File: src/hw/rtl/udprx_pkg.sv
// udprx_pkg: shared types, sizes and codes for the udp receive check and port demux
// no dependencies
`timescale 1ns / 1ps

package udprx_pkg;

  localparam int TABLE_SLOTS = 8;
  localparam int SLOT_W      = (TABLE_SLOTS > 1) ? $clog2(TABLE_SLOTS) : 1;
  localparam int CNT_W       = $clog2(TABLE_SLOTS + 1);

  localparam logic [15:0] HDR_BYTES = 16'd8;
  localparam logic [15:0] PROTO_UDP = 16'd17;

  localparam logic MODE_BIND = 1'b0;
  localparam logic MODE_BYTE = 1'b1;

  localparam logic KIND_BIND    = 1'b0;
  localparam logic KIND_VERDICT = 1'b1;

  localparam logic [2:0] BIND_OK        = 3'd0;
  localparam logic [2:0] BIND_PORT_ZERO = 3'd1;
  localparam logic [2:0] BIND_DUPLICATE = 3'd2;
  localparam logic [2:0] BIND_FULL      = 3'd3;

  localparam logic [2:0] VERD_DELIVERED   = 3'd0;
  localparam logic [2:0] VERD_SHORT       = 3'd1;
  localparam logic [2:0] VERD_BAD_LEN     = 3'd2;
  localparam logic [2:0] VERD_BAD_CKSUM   = 3'd3;
  localparam logic [2:0] VERD_NO_LISTENER = 3'd4;

  typedef struct packed {
    logic        mode;
    logic [15:0] bind_port;
    logic [7:0]  data_byte;
    logic        last;
    logic [31:0] src_ip;
    logic [31:0] dst_ip;
  } in_t;

  typedef struct packed {
    logic        kind;
    logic [2:0]  status;
    logic [2:0]  slot;
    logic [31:0] sender_ip;
    logic [15:0] source_port;
    logic [15:0] dest_port;
    logic [15:0] data_len;
  } out_t;

  typedef struct packed {
    logic [16:0] count;
    logic [31:0] sum;
    logic [7:0]  held;
    logic [15:0] sport;
    logic [15:0] dport;
    logic [15:0] ulen;
    logic [15:0] cksum;
  } seg_state_t;

endpackage

File: src/hw/rtl/udp_rx_check_and_port_demux.sv
// udp_rx_check_and_port_demux: top level, request control, port table sweep and result register
// depends on udprx_pkg, udprx_seg_acc, udprx_csum, udprx_port_ram
`timescale 1ns / 1ps

// Segment bytes are taken one per cycle; in_ready stays high through a segment,
// also while an earlier result waits on the output. Lookups walk the port
// table memory one slot per cycle through its single read port, so a bind
// request holds in_ready low until its result is registered, and the final
// byte of a segment likewise (four checksum pipeline stages ahead of the
// table walk). Each bind request and each final byte yields exactly one
// result; a result that is not taken holds the block in its last step.

module udp_rx_check_and_port_demux import udprx_pkg::*; (
  input  logic clk,
  input  logic rst_n,
  input  logic in_valid,
  output logic in_ready,
  input  in_t  in_data,
  output logic out_valid,
  input  logic out_ready,
  output out_t out_data
);

  localparam logic [1:0] ST_IDLE   = 2'd0;
  localparam logic [1:0] ST_CKWAIT = 2'd1;
  localparam logic [1:0] ST_SWEEP  = 2'd2;
  localparam logic [1:0] ST_FINISH = 2'd3;

  logic [1:0]        state_r, state_nxt;
  logic              in_acc, bind_acc, last_acc;
  seg_state_t        seg_nxt;
  seg_state_t        snap_r;
  logic [31:0]       sip_r;
  logic              op_r;
  logic [15:0]       key_r;
  logic              ck_done, ck_ok;
  logic [CNT_W-1:0]  cnt_r;
  logic              cmp_v_r;
  logic [SLOT_W-1:0] cmp_idx_r;
  logic              hit_r, free_r;
  logic [SLOT_W-1:0] hit_idx_r, free_idx_r;
  logic [TABLE_SLOTS-1:0] valid_r;
  logic              rd_en;
  logic [15:0]       rd_data;
  logic              cmp_hit, cmp_free, cmp_last;
  logic              out_valid_r;
  out_t              out_r, res;
  logic              finish_go, bind_ok;
  logic [SLOT_W+2:0] hit_wide, free_wide;

  assign in_ready = (state_r == ST_IDLE);
  assign in_acc   = in_valid && in_ready;
  assign bind_acc = in_acc && (in_data.mode == MODE_BIND);
  assign last_acc = in_acc && (in_data.mode == MODE_BYTE) && in_data.last;

  udprx_seg_acc u_seg (
    .clk       (clk),
    .rst_n     (rst_n),
    .byte_en   (in_acc && (in_data.mode == MODE_BYTE)),
    .last      (in_data.last),
    .data_byte (in_data.data_byte),
    .seg_nxt   (seg_nxt)
  );

  udprx_csum u_csum (
    .clk   (clk),
    .rst_n (rst_n),
    .start (last_acc),
    .seg   (seg_nxt),
    .sip   (in_data.src_ip),
    .dip   (in_data.dst_ip),
    .done  (ck_done),
    .ok    (ck_ok)
  );

  assign rd_en = (state_r == ST_SWEEP) && (cnt_r < CNT_W'(TABLE_SLOTS));

  udprx_port_ram u_ram (
    .clk     (clk),
    .wr_en   (finish_go && bind_ok),
    .wr_addr (free_idx_r),
    .wr_data (key_r),
    .rd_en   (rd_en),
    .rd_addr (cnt_r[SLOT_W-1:0]),
    .rd_data (rd_data)
  );

  assign cmp_hit  = cmp_v_r && valid_r[cmp_idx_r] && (rd_data == key_r);
  assign cmp_free = cmp_v_r && !valid_r[cmp_idx_r];
  assign cmp_last = cmp_v_r && (cmp_idx_r == SLOT_W'(TABLE_SLOTS - 1));

  assign finish_go = (state_r == ST_FINISH) && (!out_valid_r || out_ready);
  assign bind_ok   = (op_r == MODE_BIND) && (key_r != 16'h0000) && !hit_r && free_r;
  assign hit_wide  = {3'b000, hit_idx_r};
  assign free_wide = {3'b000, free_idx_r};

  always_comb begin
    res = '0;
    if (op_r == MODE_BIND) begin
      res.kind = KIND_BIND;
      if (key_r == 16'h0000) begin
        res.status = BIND_PORT_ZERO;
      end else if (hit_r) begin
        res.status = BIND_DUPLICATE;
      end else if (!free_r) begin
        res.status = BIND_FULL;
      end else begin
        res.status = BIND_OK;
        res.slot   = free_wide[2:0];
      end
    end else begin
      res.kind = KIND_VERDICT;
      if (snap_r.count < 17'd8) begin
        res.status = VERD_SHORT;
      end else if ((snap_r.ulen < HDR_BYTES) || (snap_r.count < {1'b0, snap_r.ulen})
                   || snap_r.count[16]) begin
        res.status = VERD_BAD_LEN;
      end else if ((snap_r.cksum != 16'h0000) && !ck_ok) begin
        res.status = VERD_BAD_CKSUM;
      end else if (hit_r) begin
        res.status      = VERD_DELIVERED;
        res.slot        = hit_wide[2:0];
        res.sender_ip   = sip_r;
        res.source_port = snap_r.sport;
        res.dest_port   = snap_r.dport;
        res.data_len    = snap_r.ulen - HDR_BYTES;
      end else begin
        res.status = VERD_NO_LISTENER;
      end
    end
  end

  always_comb begin
    state_nxt = state_r;
    case (state_r)
      ST_IDLE: begin
        if (bind_acc) begin
          state_nxt = ST_SWEEP;
        end else if (last_acc) begin
          state_nxt = ST_CKWAIT;
        end
      end
      ST_CKWAIT: begin
        if (ck_done) begin
          state_nxt = ST_SWEEP;
        end
      end
      ST_SWEEP: begin
        if (cmp_last) begin
          state_nxt = ST_FINISH;
        end
      end
      ST_FINISH: begin
        if (finish_go) begin
          state_nxt = ST_IDLE;
        end
      end
      default: state_nxt = ST_IDLE;
    endcase
  end

  always_ff @(posedge clk) begin
    if (!rst_n) begin
      state_r     <= ST_IDLE;
      valid_r     <= '0;
      out_valid_r <= 1'b0;
      cmp_v_r     <= 1'b0;
      cnt_r       <= '0;
      hit_r       <= 1'b0;
      free_r      <= 1'b0;
    end else begin
      state_r <= state_nxt;
      if (finish_go) begin
        out_valid_r <= 1'b1;
      end else if (out_ready) begin
        out_valid_r <= 1'b0;
      end
      if (finish_go && bind_ok) begin
        valid_r[free_idx_r] <= 1'b1;
      end
      if (in_acc) begin
        cnt_r   <= '0;
        cmp_v_r <= 1'b0;
        hit_r   <= 1'b0;
        free_r  <= 1'b0;
      end else begin
        cmp_v_r <= rd_en;
        if (rd_en) begin
          cnt_r <= cnt_r + CNT_W'(1);
        end
        // lowest matching and lowest free slot win
        if (cmp_hit && !hit_r) begin
          hit_r <= 1'b1;
        end
        if (cmp_free && !free_r) begin
          free_r <= 1'b1;
        end
      end
    end
  end

  always_ff @(posedge clk) begin
    cmp_idx_r <= cnt_r[SLOT_W-1:0];
    if (cmp_hit && !hit_r) begin
      hit_idx_r <= cmp_idx_r;
    end
    if (cmp_free && !free_r) begin
      free_idx_r <= cmp_idx_r;
    end
    if (bind_acc) begin
      op_r  <= MODE_BIND;
      key_r <= in_data.bind_port;
    end else if (last_acc) begin
      op_r   <= MODE_BYTE;
      key_r  <= seg_nxt.dport;
      snap_r <= seg_nxt;
      sip_r  <= in_data.src_ip;
    end
    if (finish_go) begin
      out_r <= res;
    end
  end

  assign out_valid = out_valid_r;
  assign out_data  = out_r;

endmodule

File: src/hw/rtl/udprx_port_ram.sv
// udprx_port_ram: bound port table, one write port and one registered read port
// depends on udprx_pkg
`timescale 1ns / 1ps

module udprx_port_ram import udprx_pkg::*; (
  input  logic              clk,
  input  logic              wr_en,
  input  logic [SLOT_W-1:0] wr_addr,
  input  logic [15:0]       wr_data,
  input  logic              rd_en,
  input  logic [SLOT_W-1:0] rd_addr,
  output logic [15:0]       rd_data
);

  logic [15:0] mem [TABLE_SLOTS];

  always_ff @(posedge clk) begin
    if (wr_en) begin
      mem[wr_addr] <= wr_data;
    end
    if (rd_en) begin
      rd_data <= mem[rd_addr];
    end
  end

endmodule

File: src/hw/rtl/udprx_seg_acc.sv
// udprx_seg_acc: per-segment byte counter, header capture and running word sum
// depends on udprx_pkg
`timescale 1ns / 1ps

module udprx_seg_acc import udprx_pkg::*; (
  input  logic       clk,
  input  logic       rst_n,
  input  logic       byte_en,
  input  logic       last,
  input  logic [7:0] data_byte,
  output seg_state_t seg_nxt
);

  seg_state_t  seg_r;
  logic [16:0] idx;

  assign idx = seg_r.count;

  always_comb begin
    seg_nxt = seg_r;
    if (idx < 17'd8) begin
      case (idx[2:0])
        3'd0: seg_nxt.sport = {data_byte, 8'h00};
        3'd1: seg_nxt.sport = seg_r.sport | {8'h00, data_byte};
        3'd2: seg_nxt.dport = {data_byte, 8'h00};
        3'd3: seg_nxt.dport = seg_r.dport | {8'h00, data_byte};
        3'd4: seg_nxt.ulen  = {data_byte, 8'h00};
        3'd5: seg_nxt.ulen  = seg_r.ulen | {8'h00, data_byte};
        3'd6: seg_nxt.cksum = {data_byte, 8'h00};
        default: seg_nxt.cksum = seg_r.cksum | {8'h00, data_byte};
      endcase
    end
    // bytes past the udp length are counted but not summed, apart from the first six
    if ((idx < 17'd6) || (idx < {1'b0, seg_r.ulen})) begin
      if (!idx[0]) begin
        seg_nxt.held = data_byte;
      end else begin
        seg_nxt.sum = seg_r.sum + {16'h0000, seg_r.held, data_byte};
      end
    end
    if (!seg_r.count[16]) begin
      seg_nxt.count = seg_r.count + 17'd1;
    end
  end

  always_ff @(posedge clk) begin
    if (!rst_n) begin
      seg_r <= '0;
    end else if (byte_en) begin
      seg_r <= last ? '0 : seg_nxt;
    end
  end

endmodule

File: src/hw/rtl/udprx_csum.sv
// udprx_csum: pipelined pseudo-header add and ones' complement fold
// depends on udprx_pkg
`timescale 1ns / 1ps

module udprx_csum import udprx_pkg::*; (
  input  logic        clk,
  input  logic        rst_n,
  input  logic        start,
  input  seg_state_t  seg,
  input  logic [31:0] sip,
  input  logic [31:0] dip,
  output logic        done,
  output logic        ok
);

  logic [31:0] s1_r, s2_r, s3_r;
  logic [15:0] sip_lo_r, dip_lo_r, dip_lo2_r, dip_hi_r;
  logic [15:0] ulen_r, ulen2_r;
  logic        v1_r, v2_r, v3_r, done_r, ok_r;
  logic [31:0] pad;
  logic [16:0] fold1;
  logic [15:0] fold2;

  // odd length: last byte is the high half of a padded word
  assign pad   = seg.ulen[0] ? {16'h0000, seg.held, 8'h00} : 32'd0;
  assign fold1 = {1'b0, s3_r[15:0]} + {1'b0, s3_r[31:16]};
  assign fold2 = fold1[15:0] + {15'd0, fold1[16]};

  always_ff @(posedge clk) begin
    if (!rst_n) begin
      v1_r   <= 1'b0;
      v2_r   <= 1'b0;
      v3_r   <= 1'b0;
      done_r <= 1'b0;
    end else begin
      v1_r   <= start;
      v2_r   <= v1_r;
      v3_r   <= v2_r;
      done_r <= v3_r;
    end
  end

  always_ff @(posedge clk) begin
    if (start) begin
      s1_r     <= seg.sum + pad + {16'h0000, sip[31:16]};
      sip_lo_r <= sip[15:0];
      dip_hi_r <= dip[31:16];
      dip_lo_r <= dip[15:0];
      ulen_r   <= seg.ulen;
    end
    if (v1_r) begin
      s2_r      <= s1_r + {16'h0000, sip_lo_r} + {16'h0000, dip_hi_r};
      dip_lo2_r <= dip_lo_r;
      ulen2_r   <= ulen_r;
    end
    if (v2_r) begin
      s3_r <= s2_r + {16'h0000, dip_lo2_r} + {16'h0000, PROTO_UDP} + {16'h0000, ulen2_r};
    end
    if (v3_r) begin
      ok_r <= (fold2 == 16'hFFFF);
    end
  end

  assign done = done_r;
  assign ok   = ok_r;

endmodule
File: config.mk
export PLATFORM = sky130hd
export DESIGN_NAME = udp_rx_check_and_port_demux
export DESIGN_NICKNAME = d
export VERILOG_FILES = /design/src/hw/rtl/udprx_pkg.sv /design/src/hw/rtl/udp_rx_check_and_port_demux.sv /design/src/hw/rtl/udprx_port_ram.sv /design/src/hw/rtl/udprx_seg_acc.sv /design/src/hw/rtl/udprx_csum.sv
export SDC_FILE = /design/constraint.sdc
export NUM_CORES = 1
export LEC_CHECK = 0
export ABC_AREA = 1
export BUFFER_PORTS_ARGS = -buffer_cell sky130_fd_sc_hd__buf_4
export CORE_MARGIN = 8
export CORE_UTILIZATION = 40
export DETAILED_ROUTE_END_ITERATION = 16
export PLACE_DENSITY = 0.6
export SLEW_MARGIN = 20
export SYNTH_ARGS = -nofsm -noshare
export SYNTH_HDL_FRONTEND = slang
export SYNTH_SLANG_ARGS = --single-unit
export TNS_END_PERCENT = 1
File: constraint.sdc
create_clock -name clk -period 6.6 [get_ports clk]
set_clock_uncertainty 0.15 [all_clocks]
set_input_delay 0.66 -clock clk [delete_from_list [all_inputs] [get_ports clk]]
set_output_delay 0.66 -clock clk [all_outputs]
set_load 0.01 [all_outputs]
Word level (Yosys, flattened, before mapping)
Memories as Yosys holds them, arrays and structs flattened. A register that Yosys moved wholly into a read port is not among the register bits.
Index checks and enable logic that the tools add are counted.
{"block": "totals", "reg_bits": 562, "mem_bits_rw": 128, "inputBits": 94, "output_inout_bits": 89, "wordCells": 177, "mem_count": 1}
{"block": "op_classes", "addsub": 13, "magnitude_cmp": 10, "n_eq_ne": 16, "mux": 42, "bitwise": 10, "n_reduce_logical": 39}
{"memory": "u_ram.mem", "words": 8, "width": 16, "rd": 1, "rd_clocked_by_memory_dff": 1, "write_ports": 1, "line": "udprx_port_ram.sv:15", "text": "logic [15:0] mem [TABLE_SLOTS];"}
{"cell": "2-to-1 mux 83 bit", "n": 4}
{"cell": "adder 32 x 16 -> 32 bit", "n": 6}
{"cell": "case mux 16 bit (2 select lines)", "n": 4}
{"cell": "2-to-1 mux 121 bit", "n": 1}
{"cell": "2-to-1 mux 64 bit", "n": 1}
{"cell": "OR 16 x 8 -> 16 bit", "n": 4}
{"cell": "2-to-1 mux 16 bit", "n": 3}
{"cell": "2-to-1 mux 40 bit", "n": 1}
{"cell": "< comparator 17 x 16 -> 1 bit", "n": 2}
{"cell": "< comparator 17 x 4 -> 1 bit, second input constant", "n": 2}
{"cell": "adder 32 bit", "n": 1}
{"cell": "adder 32 x 5 -> 32 bit, second input constant", "n": 1}
{"cell": "2-to-1 mux 32 bit", "n": 1}
{"cell": "nonzero test 16 bit", "n": 2}
{"cell": "2-to-1 mux 3 bit", "n": 8}
{"cell": "logical AND 1 bit", "n": 18}
{"cell": "adder 16 x 16 -> 17 bit", "n": 1}
{"cell": "adder 17 x 1 -> 17 bit, second input constant", "n": 1}
{"cell": "< comparator 17 x 3 -> 1 bit, second input constant", "n": 1}
{"cell": "2-to-1 mux 17 bit", "n": 1}
{"cell": "adder 16 x 1 -> 16 bit", "n": 1}
{"cell": "equality test 16 bit", "n": 1}
{"cell": "equality test 16 bit, second input constant", "n": 1}
{"cell": "logical NOT 16 bit", "n": 1}
{"cell": "33 further kinds", "n": 63}

Longest topological paths before layout
{"block": "logic_depth", "depth_word": 7, "ltp_mapped": 34, "depth_no_buf": 32}

By module
A second synthesis with hierarchy kept.
{"block": "hier_totals", "hier_cells": 3881, "area_unflattened_um2": 36348.6}
{"mod": "udprx_csum", "n_inst": 1, "cells_each": 1141, "area_each_um2": 11855.1, "seq_area_each_um2": 5875.6}
{"mod": "udp_rx_check_and_port_demux", "n_inst": 1, "cells_each": 835, "area_each_um2": 10020.9, "seq_area_each_um2": 7106.8}
{"mod": "udprx_seg_acc", "n_inst": 1, "cells_each": 1318, "area_each_um2": 8323.0, "seq_area_each_um2": 2422.3}
{"mod": "udprx_port_ram", "n_inst": 1, "cells_each": 587, "area_each_um2": 6149.6, "seq_area_each_um2": 4324.1}

Least setup slack after synthesis
No wires, ideal clock.
{"block": "synth_timing", "path_kind": "input port to flip-flop", "from": "input port in_valid", "to": "register state_r[1]", "setup_ns": 0.135, "arrival_time_ns": 6.574, "required_ns": 6.315, "slack_ns": -0.259, "path_stages": 9, "path_buffers": 0, "path_cell_list": "nand2_1 nor2_1 clkinv_1 nor2_1 inv_1 nand2_1 o21ai_0 a211oi_1 a211oi_1"}
{"block": "synth_via", "elab_chain_cells": 5, "word_cells_on_any_way": 8, "classes_between": "eq/ne (1); mux (2); reduce/logical (5)"}
{"element": "start: declaration", "line": "udp_rx_check_and_port_demux.sv:16", "text": "input logic in_valid,"}
{"element": "logical AND 1 bit", "line": "udp_rx_check_and_port_demux.sv:52", "text": "assign in_acc = in_valid && in_ready;"}
{"element": "logical AND 1 bit (2 in a row)", "line": "udp_rx_check_and_port_demux.sv:54", "text": "assign last_acc = in_acc && (in_data.mode == MODE_BYTE) && in_data.last;"}
{"element": "named net last_acc", "line": "udp_rx_check_and_port_demux.sv:30", "text": "logic in_acc, bind_acc, last_acc;"}
{"element": "inequality test 3 x 1 -> 1 bit (no source line)"}
{"element": "AND reduction 4 bit (no source line)"}
{"element": "end signal: assignment", "line": "udp_rx_check_and_port_demux.sv:172", "text": "state_r <= state_nxt;"}
{"element": "end: declaration", "line": "udp_rx_check_and_port_demux.sv:29", "text": "logic [1:0] state_r, state_nxt;"}
The timed path passes the listed nets, and every way through them passes these cells.
A chain may end at the register's enable or synchronous reset.

Worst setup path after layout
{"block": "layout_timing", "from": "register u_seg.seg_r, in the netlist u_seg.idx[0]", "to": "register u_csum.s1_r[26] (data pin)"}
{"block": "layout_via", "elab_chain_cells": 6, "word_cells_on_any_way": 14, "classes_between": "add/sub (2); order compare (3); eq/ne (2); mux (6); reduce/logical (1)"}
{"element": "start: declaration", "line": "udprx_seg_acc.sv:14", "text": "seg_state_t seg_r;"}
{"element": "start signal: assignment", "line": "udprx_seg_acc.sv:50", "text": "seg_r <= last ? '0 : seg_nxt;"}
{"element": "< comparator 17 x 3 -> 1 bit, or another cell as far along", "line": "udprx_seg_acc.sv:34", "text": "if ((idx < 17'd6) || (idx < {1'b0, seg_r.ulen})) begin"}
{"element": "logical OR 1 bit or case mux 16 bit (2 select lines) (tied branches)", "line": "udprx_seg_acc.sv:34, udprx_seg_acc.sv:22"}
{"element": "2-to-1 mux 40 bit or 2-to-1 mux 64 bit (tied branches)", "line": "udprx_seg_acc.sv:34, udprx_seg_acc.sv:21"}
{"element": "2-to-1 mux 16 bit", "line": "udprx_csum.sv:25", "text": "assign pad = seg.ulen[0] ? {16'h0000, seg.held, 8'h00} : 32'd0;"}
{"element": "adder 32 bit (*)", "line": "udprx_csum.sv:45", "text": "s1_r <= seg.sum + pad + {16'h0000, sip[31:16]};"}
{"element": "adder 32 x 16 -> 32 bit (*)", "line": "udprx_csum.sv:45"}
{"element": "end signal: assignment", "line": "udprx_csum.sv:45"}
{"element": "end: declaration", "line": "udprx_csum.sv:16", "text": "logic [31:0] s1_r, s2_r, s3_r;"}
Every way passes the cells marked *; elsewhere a longest branch is shown, timed or not.

==> results.py <==
metrics = {
    "outcome": {
        "outcome": "completed",
    },
    "synthesis": {
        "avgSynthCellArea_um2": 9.99,
        "ys.flop_type": "edfxtp_1",
        "synth-compound-area-share": 0.0800,
        "synth_top_family_by_area": "simple AND/OR/NAND/NOR gates",
        "synthesis.area_um2": 34200,
        "synth_edf_count": 559,
        "yosys.area_share.xor_xnor": 0.0333,
        "async_flop_share": 0,
        "yosys.area_share.adder": 0.0806,
        "yosys.cell_types.count": 61,
        "muxShareOfSynthArea": 0.00322,
        "synth_cells": 3428,
        "yosysWarnings": 0,
        "synth-seq-area-share": 0.576,
        "synthSimpleGateAreaFrac": 0.164,
        "synth-seq-cells": 706,
        "syn-num-nets": 3716,
    },
    "setup_path": {
        "slowest_stage": "a21oi_4",
        "arrival_ns": 5.39,
        "cpPeakStageDelay_ns": 0.65,
        "reg2reg_slack_ns": 1.44,
        "crit_path_end_kind": "flop",
        "path_class": "flop to flop",
        "start_kind": "flop",
        "path_cells": "inv_2 -> nand2_1 -> nand3_1 -> nor2_1 -> nor2_1 -> nand2_2 -> a21oi_4 -> inv_1 -> mux2i_1 -> fa_1 -> inv_1 -> ha_1 -> nand2_1 -> nor4_1 -> nand2_1 -> nand2_1 -> nand3_1 -> nand2_1 -> nand2_2 -> inv_2 -> nand3_1 -> nand2_1 -> inv_1",
        "worst_ep_required_time_ns": 6.83,
        "cp_max_fo": 24,
        "critical_path.most_common_cell": "nand2_1",
    },
    "clock_network": {
        "clkLatencyLatePin_ns": 0.63,
        "path_clk_slew_ns": 0.06,
        "cts_buffers": 78,
        "cts_tree": "done",
        "cts.sinks": 706,
        "ctsHoldBuffers": 0,
        "cts_root_buf": "clkbuf_16",
        "clock_path_buffers": 3,
        "post_cts_buffers": 0,
        "cts_resized": 0,
        "htreeDepth": 3,
    },
    "power": {
        "leakagePower_uw": 0.0159,
        "power_density_nw_per_um2": 283,
        "p_total_uw": 11200,
        "ir_worst_vdd_mv": 0.180,
    },
    "cells_and_area": {
        "design_area_um2": 39600,
        "area_growth_pct": 15.6,
        "fin_util": 0.466,
        "antenna-diode-count": 0,
        "n_fill_cell": 7967,
        "layout-drive-gt1-share": 0.113,
        "layout.nets": 3912,
    },
    "timing": {
        "finalCriticalPeriod_ns": 5.16,
        "worstMarginPinSlew_ns": 1.05,
        "hold_violations": 0,
        "finalCritPeriodShare": 0.782,
        "rsz0062_at_grt": "false",
        "fmax_mhz": 194,
        "layout_setup_ws_ns": 1.44,
        "hold_ws_ns": 0.0653,
        "relSlewSlack": 0.296,
        "drv_slew": 0,
        "setup_viol": 0,
    },
    "floorplan": {
        "rows": 107,
        "io_pins": 183,
        "die_h_um": 309,
        "initial_core_util": 0.403,
        "coreArea_um2": 85000,
        "dieWidth_um": 309,
        "dieArea_um2": 95200,
    },
    "grt": {
        "grt_first_pass_wirelength_um": 135000,
        "grt_max_degree": 107,
        "grt-ovfl-total": 0,
        "grt_pass1_vias": 23181,
        "antenna_found_initial": 3,
        "track_usage": 0.182,
    },
    "routing": {
        "drt.antenna.violating_nets": 0,
        "route.detailed.drc": 0,
        "detailroute.via_count": 23849,
        "dr.pass1.iters": 7,
        "wl_um": 87800,
        "post_drt_wl_per_cell_um": 18.2,
        "viasPerCell": 4.94,
        "drtIter0Drc": 1591,
    },
    "placed_design": {
        "pre_cts_ws_ns": 1.50,
        "place.gp.congestion": 0.915,
        "dp_hpwl_um": 62500,
        "placed_area_um2": 36900,
        "numPortBuffers": 182,
    },
    "min_path": {
        "hp-class": "input port to flop",
    },
    "flow_run": {
        "drv_cap": 0,
    },
}
## worst max-delay path, delay by kind of cell (launching register included)
| kind | cells | cell delay, ns |
|---|---|---|
| fa+ha+maj | 2 | 0.92 |
| simple gates | 14 | 1.55 |
| compound gates | 1 | 0.65 |
| buf+inv | 5 | 0.79 |
| mux | 1 | 0.23 |
| flops | 1 | 0.62 |
## report_power, final
| group | internal [µW] | total (µW) | switching [µW] |
|---|---|---|---|
| registers | 5120 | 5270 | 153 |
| logic | 467 | 1450 | 986 |
| clock network | 2670 | 4490 | 1830 |
## Yosys cell counts (22+ instances only)
master,number,area share
o21ai_0,128,0.019
nand4_1,48,0.0088
dfxtp_1,147,0.086
nor4_1,22,0.0040
nor2_1,373,0.041
a21oi_1,256,0.037
inv_1,453,0.050
xnor2_1,40,0.010
edfxtp_1,559,0.49
nand2_1,705,0.077
o22ai_1,26,0.0048
nand3_1,84,0.012
xor2_1,90,0.023
clkbuf_1,68,0.0075
ha_1,150,0.055
a31oi_1,22,0.0040
nor3_1,26,0.0038
fa_1,44,0.026
## registers in the layout (all words and copies together) (netlist names), 17 cells and up
| signal | cells |
|---|---|
| u_csum.s2_r | 32 |
| u_seg.seg_r | 104 |
| u_ram.mem | 128 |
| u_csum.s3_r | 32 |
| u_seg.idx | 17 |
| u_csum.s1_r | 32 |
| out_data | 87 |
| snap_r | 81 |
| sip_r | 32 |
## cells by family after synthesis
| group | Yosys count |
|---|---|
| simple gates | 1333 |
| buf+inv | 556 |
| xor+xnor | 130 |
| mux | 11 |
| fa+ha+maj | 194 |
| compound gates | 498 |
| flops | 706 |
## cells in the final DEF (no fill, tap or decap), types with 48 or more instances in the layout
cell       instances
buf_4            201
nand3_1           84
nand4_1           48
dfxtp_1          145
o21ai_0          128
clkbuf_16         79
a21oi_1          256
nand2_1          705
nor2_1           370
edfxtp_1         559
xor2_1            90
ha_1             150
inv_1            450
## worst paths after layout
| kind | start | endpoint | cells after the start |
|---|---|---|---|
| max reg2reg | u_seg.idx[0] | u_csum.s1_r[26] | 23 |
| min | in_data[19] | u_csum.dip_hi_r[3] | 1 |
| max | u_seg.idx[0] | u_csum.s1_r[26] | 23 |
| min reg2reg | cnt_r[2] | cmp_idx_r[2] | 0 |
## layout make-up
cell class	count	area, µm²	share of cell area
Clock buffer	97	2090	0.0529
Sequential cell	706	19700	0.499
Clock inverter	47	558	0.0141
Tap cell	1144	1430	0.0362
Inverter	467	1760	0.0445
Multi-Input combinational cell	2166	12400	0.314
Timing Repair Buffer	205	1570	0.0397
## through the flow
stage | TNS (ns) | instances
floorplan | -9.72 | 3428
global placement | 0 | 4686
finish | 0 | 4832
CTS | 0 | 4832
global route | 0 | 4832
detailed placement | 0 | 4688
## per-layer routing
metal / up-vias / GRT usage / share of wire
met3: 134 / 0.0284 / 0.046
met4: 0 / 0.0511 / 0.024
met1: 11313 / 0.252 / 0.47
li1: 11890 / - / -
met2: 512 / 0.297 / 0.46
met5: - / 0 / 0
Power figures use the tool's default switching activity.
